## src/hdl/hch_pkg.sv

```systemverilog
// ----------------------------------------------------------------------------
// hch_pkg: shared types and constants of the HSV colour histogram
// Operation codes, payload structs, controller states and command/status.
// ----------------------------------------------------------------------------
package hch_pkg;

  localparam int CHAN_BITS    = 4;
  localparam int DROP_BITS    = 8 - CHAN_BITS;
  localparam int ADDR_BITS    = 3 * CHAN_BITS;
  localparam int NUM_BINS     = 1 << ADDR_BITS;
  localparam logic [31:0] COUNT_MAX = 32'hFFFF_FFFF;
  localparam logic [16:0] ONE_Q16   = 17'h10000;
  localparam logic [16:0] EMPTY_SHARE = 17'(32'h10000 >> ADDR_BITS);

  typedef enum logic [1:0] {
    OP_ADD   = 2'd0,
    OP_PROB  = 2'd1,
    OP_MODE  = 2'd2,
    OP_NONE  = 2'd3
  } op_t;

  typedef struct packed {
    logic [1:0] operation;
    logic [7:0] hue;
    logic [7:0] sat;
    logic [7:0] val;
  } hch_in_t;

  typedef struct packed {
    logic [31:0] bin_count;
    logic [31:0] sample_total;
    logic [16:0] probability;
    logic [7:0]  mode_hue;
    logic [7:0]  mode_sat;
    logic [7:0]  mode_val;
  } hch_out_t;

  typedef enum logic [3:0] {
    ST_CLEAR,
    ST_IDLE,
    ST_ADD_RD,
    ST_ADD_WR,
    ST_PROB_RD,
    ST_PROB_DATA,
    ST_DIV,
    ST_MODE_SCAN,
    ST_MODE_LAST,
    ST_DONE
  } state_t;

  typedef struct packed {
    logic clear_wr;     // write zero at sweep address
    logic sweep_reset;  // sweep address back to zero
    logic sweep_inc;    // advance sweep address
    logic load_item;    // capture input item
    logic add_wr;       // write incremented bin count
    logic prob_load;    // capture bin count, start divider setup
    logic div_step;     // one restoring divide step
    logic mode_cmp;     // compare read data against best
    logic emit;         // drive result strobe
  } cmd_t;

  typedef struct packed {
    logic sweep_last;   // sweep address at final bin
    logic div_last;     // final divide step
  } sts_t;

endpackage

```

## src/hdl/hch_ctrl.sv

```systemverilog
// ----------------------------------------------------------------------------
// hch_ctrl: controller of the HSV colour histogram
// Sequence clear sweep, add, probability and mode scan over the bin memory.
// ----------------------------------------------------------------------------
module hch_ctrl (
  input  logic          clk,
  input  logic          rst,
  input  logic          start,
  input  logic [1:0]    op,
  input  hch_pkg::sts_t sts,
  output hch_pkg::cmd_t cmd,
  output logic          busy
);
  import hch_pkg::*;

  state_t state, state_next;

  always_ff @(posedge clk) begin
    if (rst) state <= ST_CLEAR;
    else     state <= state_next;
  end

  always_comb begin
    state_next = state;
    cmd        = '0;
    busy       = 1'b1;
    case (state)
      ST_CLEAR: begin
        cmd.clear_wr  = 1'b1;
        cmd.sweep_inc = 1'b1;
        if (sts.sweep_last) state_next = ST_IDLE;
      end
      ST_IDLE: begin
        busy = 1'b0;
        cmd.sweep_reset = 1'b1;
        if (start) begin
          cmd.load_item = 1'b1;
          case (op)
            OP_ADD:  state_next = ST_ADD_RD;
            OP_PROB: state_next = ST_PROB_RD;
            OP_MODE: state_next = ST_MODE_SCAN;
            default: state_next = ST_IDLE;
          endcase
        end
      end
      ST_ADD_RD:    state_next = ST_ADD_WR;
      ST_ADD_WR: begin
        cmd.add_wr = 1'b1;
        state_next = ST_IDLE;
      end
      ST_PROB_RD:   state_next = ST_PROB_DATA;
      ST_PROB_DATA: begin
        cmd.prob_load = 1'b1;
        state_next = ST_DIV;
      end
      ST_DIV: begin
        cmd.div_step = 1'b1;
        if (sts.div_last) state_next = ST_DONE;
      end
      ST_MODE_SCAN: begin
        // read data holds the bin at the previous cycle's sweep address
        cmd.sweep_inc = 1'b1;
        if (sts.sweep_last) state_next = ST_MODE_LAST;
      end
      ST_MODE_LAST: begin
        cmd.mode_cmp = 1'b1;
        state_next = ST_DONE;
      end
      ST_DONE: begin
        cmd.emit = 1'b1;
        state_next = ST_IDLE;
      end
      default: state_next = ST_IDLE;
    endcase
    if (state == ST_MODE_SCAN) cmd.mode_cmp = 1'b1;
  end

endmodule

```

## config.mk

```make
export PLATFORM = sky130hd
export DESIGN_NAME = hch_ctrl
export DESIGN_NICKNAME = d
export VERILOG_FILES = /design/src/hdl/hch_pkg.sv /design/src/hdl/hch_ctrl.sv
export SDC_FILE = /design/constraint.sdc
export NUM_CORES = 1
export LEC_CHECK = 0
export ABC_AREA = 1
export BUFFER_PORTS_ARGS = -buffer_cell sky130_fd_sc_hd__buf_4
export CAP_MARGIN = 20
export CORE_AREA = 2 2 39 41
export DETAILED_ROUTE_END_ITERATION = 8
export DIE_AREA = 0 0 41 43
export PLACE_DENSITY = 0.56
export SYNTH_ARGS = -nofsm -noshare
export SYNTH_HDL_FRONTEND = slang
export SYNTH_SLANG_ARGS = --single-unit
```

## constraint.sdc

```tcl
create_clock -name clk -period 1.35 [get_ports clk]
set_input_delay 0.0675 -clock clk [delete_from_list [all_inputs] [get_ports clk]]
set_output_delay 0.0675 -clock clk [all_outputs]
set_load 0.05 [all_outputs]
```

==> impl_metrics.yaml, run 1 <==
worst_setup_path:
  crit_required_ns: 1.28
  critical_path_class: "reg -> out"
  slowest_stage: "dfxtp_4"
  worst_setup_path_start_kind: "register"
  cp_max_fo: 6
  slowest_delay_ns: 0.39
  crit_chain: "inv_2, nor2_4, nand2_1, nand2_1, buf_6"
  r2r_setup_slack_ns: 0.13
  path_common_cell: "nand2_1"
  cp-end-kind: "output pin"
  cp.arrival_ns: 1.18
sta:
  rsz0062_at_grt: "false"
  fin_crit_sh: 0.925
  fmax_ghz: 0.801
  slew_violations: 0
  finalSetupViolCount: 0
  fin_skew_ns: 0.00247
  setup_ws_ns: 0.101
  fin_crit_ns: 1.25
  relSlewSlack: 0.856
  hold_viol_final: 0
  tightest_slew_ns: 0.215
  tns_ns: 0
run:
  max_cap_violations: 0
layout:
  seqCellArea_sq_um: 87.6
  nets: 103
  fill_cells: 157
  multi_input_area_sq_um: 303
  final_layout_size_suffix_gt1_frac: 0.429
  synthToLayoutAreaGrowth_pct: 51.4
  largest_reg_flops: 4
  largest-register: "state"
  reg_top3: "state: 4 flops"
  antenna_cells: 0
  final_cell_mix: "nand2_1, buf_4, inv_1, nor2_1, nand3_1"
cts:
  clk_latency_ns: 0.23
  htreeDepth: 1
  cts.sinks: 4
  clk_pin_slew_ns: 0.03
  cts_made_buffers: 3
  postCtsSetupRepairBufs: 0
  cts_tree: "built"
  clockBufferDepth: 2
  clockRootBuffer: "clkbuf_4"
  hold_buffers: 0
yosys:
  ys_types: 16
  synth.cell_area_sq_um: 414
  yosysSeqAreaShare: 0.193
  postSynthCellCount: 72
  syn_avg_cell_area_sq_um: 5.75
  syn-num-nets: 82
  synth-seq-cells: 4
  synth_warnings: 0
global_routing:
  gr-total-overflow: 0
  grt_pass1_wl_mm: 1.52
  antenna_found_initial: 0
  grt_max_degree: 7
  grt_usage: 0.124
  first_global_vias: 398
placement:
  dp_hpwl_um: 774
  port_buffers: 16
  pre_cts_slack_ns: 0.0762
  routabilityCongestion: 0.762
pwr:
  power.leakage_nw: 0.362
  p_switching_mw: 0.992
  ir_drop_v: 0.00126
  p_comb_frac: 0.744
  p_per_area_mw_per_mm2: 2630
  p_int_mw: 0.655
  pwr-share-seq: 0.170
  p_clk_frac: 0.086
  switching_share: 0.602
floorplanning:
  row_count: 14
  num_io_pins: 17
  die_h_um: 43
  die_w_um: 41
  core_region_area_sq_mm: 0.00138
  die_area_sq_mm: 0.00176
  initial_utilization: 0.299
drt:
  vias: 455
  vias_per_cell: 4.25
  drc: 0
  drtIter0Drc: 4
  wl_met3_um: 48
  wl_met1_um: 458
  postRouteAntennaNets: 0
  wire_per_inst_um: 8.60
  firstDrtPassIters: 4
  top_layer: "met3"
  wl_met2_um: 413
  wirelength_um: 920
run_status:
  status: "completed"
min_path:
  hold_path.class: "in -> reg"
-- power by group through the flow --
| stage | Clock (mW) | Sequential [mW] | Combinational, mW |
|---|---|---|---|
| floorplan | 0 | 0.237 | 0.932 |
| global placement | 0 | 0.252 | 1.22 |
| detailed placement | 0 | 0.253 | 1.21 |
| CTS | 0.149 | 0.263 | 1.22 |
| global route | 0.153 | 0.289 | 1.33 |
| finish | 0.141 | 0.280 | 1.23 |
-- what timing repair did --
item	CTS	global route
setup endpoints to repair	6	7
resized for setup	3	6
cloned	0	0
-- kinds of logic (layout without fill, tap and decap cells) --
family,count (synthesis),count (layout),share of synthesized area
flip-flops,4,4,0.193
AO/OA/AOI/OAI,4,4,0.0695
buffers and inverters,18,37,0.163
AND/OR/NAND/NOR,43,43,0.483
adder cells (fa/ha/maj),3,3,0.0906
-- final cells by class --
type | instances | share of cell area
repair buffers | 16 | 0.198
well taps | 16 | 0.0319
multi-input cells | 50 | 0.483
inverters | 18 | 0.112
flip-flops and latches | 4 | 0.140
clock buffers | 3 | 0.0359
-- per-layer routing --
metal / vias to the layer above / track usage
met4: 0 / 0.0800
met1: 193 / 0.161
met3: 0 / 0.0419
li1: 252 / -
met2: 10 / 0.169
met5: - / 0
-- path summary, 6_finish.rpt --
check,from,end,depth (start not counted)
setup / recovery,state[2],cmd[1],5
setup reg to reg,state[1],state[2],8
hold / removal,rst,state[3],2
hold reg to reg,state[1],state[1],2
-- worst max-delay path: cells and delay by family, from the launching register on --
| family | cells | cell delay, ns |
|---|---|---|
| buffers and inverters | 2 | 0.23 |
| AND/OR/NAND/NOR | 3 | 0.34 |
| flip-flops | 1 | 0.39 |
-- synth_stat cells --
master     count  area share
dfxtp_1        4        0.19
inv_2          5       0.045
nor4_1         1       0.015
clkinv_1       1      0.0091
o2111ai_1      1       0.021
ha_1           3       0.091
nor3_1         1       0.012
nand3_1        6       0.073
nand2_2        3       0.045
o21bai_1       2       0.036
nand2_1       15        0.14
nor2_2         2       0.030
nor2_4         2       0.054
nor2_1        13        0.12
inv_1         12        0.11
o21ai_1        1       0.012
-- metrics by stage --
step | instances | hold slack, ns | area [sq um] | utilization | power [mW]
3_5_place_dp | 104 | 0.252 | 581 | 0.420 | 1.46
4_1_cts | 107 | 0.00811 | 611 | 0.441 | 1.64
6_report | 107 | 0.00904 | 627 | 0.453 | 1.65
3_3_place_gp | 104 | 0.253 | 581 | 0.420 | 1.47
5_1_grt | 107 | 0.0148 | 627 | 0.453 | 1.77
2_1_floorplan | 72 | 0.140 | 440 | - | 1.17
No activity file was read; power rests on OpenSTA's default activity.
==> run 2: changes to the inputs <==
- BUFFER_PORTS_ARGS: -buffer_cell sky130_fd_sc_hd__buf_4 -> default
- DONT_BUFFER_PORTS: default -> 1
- PLACE_DENSITY: 0.56 -> 0.45
==> run 2 against run 1 <==
  * Final cell count is 3.7% lower
  * Core utilization fell by 0.090 points
  * Clock skew is 0.0013 ns lower
  * Worst setup slack lost 0.018 ns
  * Combinational power up 7%
  * Critical path depth shrank 1
  * Clock-buffer cell count unchanged
  * Design area is 0.20% lower
  * Flip-flop and latch count unchanged
  * Clock power is essentially flat
  * Die area is the same
  * Fmax down 1.4%
==> impl_metrics.yaml, run 2 (same netlist as run 1, synthesis figures left out) <==
global_routing:
  gr-total-overflow: 0
  grt_pass1_wl_mm: 1.40
  use_met1: 0.161
  top_usage_layer: "met2"
  first_global_vias: 395
  grt_use_met2: 0.163
  antenna_found_initial: 0
  use_met3: 0
  grt_usage: 0.111
  grt_max_degree: 7
worst_setup_path:
  critical_path_class: "reg -> out"
  crit_chain: "inv_2, nor2_4, nand2_4, nor2_4"
  slowest_stage: "dfxtp_2"
  r2r_setup_slack_ns: 0.15
  ff2ff_path_depth: 8
  crit-reg2reg-launch: "state[1]"
  cp.arrival_ns: 1.20
  cp-end-kind: "output pin"
  crit_required_ns: 1.28
  slowest_delay_ns: 0.39
  r2r-end: "state[0]"
  cp_max_fo: 6
  worst_setup_path_start_kind: "register"
  path_common_cell: "nor2_4"
layout:
  largest-register: "state"
  synthToLayoutAreaGrowth_pct: 51.1
  nets: 99
  largest_reg_flops: 4
  antenna_cells: 0
  post-route-util: 0.452
  fin_area_sq_um: 626
  layoutNonFillerInstCount: 103
  reg_top3: "state: 4 flops"
  final_layout_size_suffix_gt1_frac: 0.379
  final_common_cell: "nand2_1"
  final_cell_mix: "nand2_1, inv_1, nor2_1, buf_4"
cts:
  clockRootBuffer: "clkbuf_4"
  cts_made_buffers: 3
  clk_latency_ns: 0.23
  cts.sinks: 4
  clockBufferDepth: 2
  cts_tree: "built"
  clk_pin_slew_ns: 0.03
  htreeDepth: 1
floorplanning:
  die_h_um: 43
  die_w_um: 41
  num_io_pins: 17
  initial_utilization: 0.299
  die_area_sq_mm: 0.00176
  row_count: 14
  core_region_area_sq_mm: 0.00138
sta:
  slew_violations: 0
  rsz0062_at_grt: "false"
  fin_crit_sh: 0.938
  tightest_slew_ns: 0.324
  finalSetupViolCount: 0
  hold_viol_final: 0
  fin_crit_ns: 1.27
  fmax_ghz: 0.789
  relSlewSlack: 0.784
  fin_skew_ns: 0.00115
min_path:
  worstHoldEndpoint: "state[2]"
  whs_path_depth: 6
  hold_start: "op[1]"
  hold_path.class: "in -> reg"
placement:
  dp_hpwl_um: 729
  routabilityCongestion: 0.743
  place_area_sq_um: 548
  dp_cells: 98
  port_buffers: 0
drt:
  drtIter0Drc: 6
  postRouteAntennaNets: 0
  wire_per_inst_um: 8.42
  vias: 453
  drc: 0
  vias_per_cell: 4.40
  firstDrtPassIters: 5
  wirelength_um: 867
run:
  max_cap_violations: 0
pwr:
  ir_drop_v: 0.00132
  power.leakage_nw: 0.347
  p_per_area_mw_per_mm2: 2790
run_status:
  status: "completed"
run 2: cell count changes in the layout (fill, tap and decap cells not counted), sizes merged:
cell and delta:
buf -6, dlygate4sd3 +2
run 2: stage by stage:
stage          power (mW)  hold slack (ns)  setup TNS, ns  setup WS, ns
2_1_floorplan        1.17            0.140        -0.0952       -0.0952
3_3_place_gp         1.54            0.146              0        0.0595
3_5_place_dp         1.53            0.145              0        0.0731
4_1_cts              1.73          0.00480              0        0.0130
5_1_grt              1.88            0.278              0       0.00741
6_report             1.74            0.230              0        0.0832
run 2: power breakdown:
group          internal (mW)  leakage (nW)  total (mW)  switching (mW)
Clock                 0.0989        0.0138       0.141          0.0422
Sequential             0.188        0.0350       0.291           0.103
Combinational          0.441         0.298        1.31           0.870
run 2: timing repair:
item	CTS	global route
setup endpoints to repair	7	7
pin swaps	1	1
hold buffers	1	1
setup buffers	0	0
hold endpoints to repair	3	1
resized for setup	5	7
run 2: routing by layer:
metal  wire length (um)  vias to the layer above
li1                   -                      252
met1                432                      192
met2                401                        9
met3                 34                        0
met4                  0                        0
met5                  0                        -
run 2: final cells by class:
class                           count  area [sq um]
Fill cell                         154           758
Tap cell                           16          20.0
Timing Repair Buffer               12           115
Inverter                           18          70.1
Multi-Input combinational cell     50           308
Clock buffer                        3          22.5
Sequential cell                     4          90.1
run 2: worst max-delay path by stage:
stage / startpoint / end / slack [ns] / cells past startpoint
after floorplan: state[3] / cmd[0] / -0.1 / 2
after global placement: state[2] / state[2] / 0.06 / 6
after detailed placement: state[2] / state[2] / 0.07 / 6
after CTS: state[0] / cmd[5] / 0.01 / 4
after global routing: state[2] / cmd[1] / 0.007 / 5
final: state[0] / cmd[5] / 0.08 / 4
run 2: critical path, delay by kind of cell (launching register included):
family,cells,cell delay [ns]
flip-flops,1,0.39
AND/OR/NAND/NOR,3,0.50
buffers and inverters,1,0.08
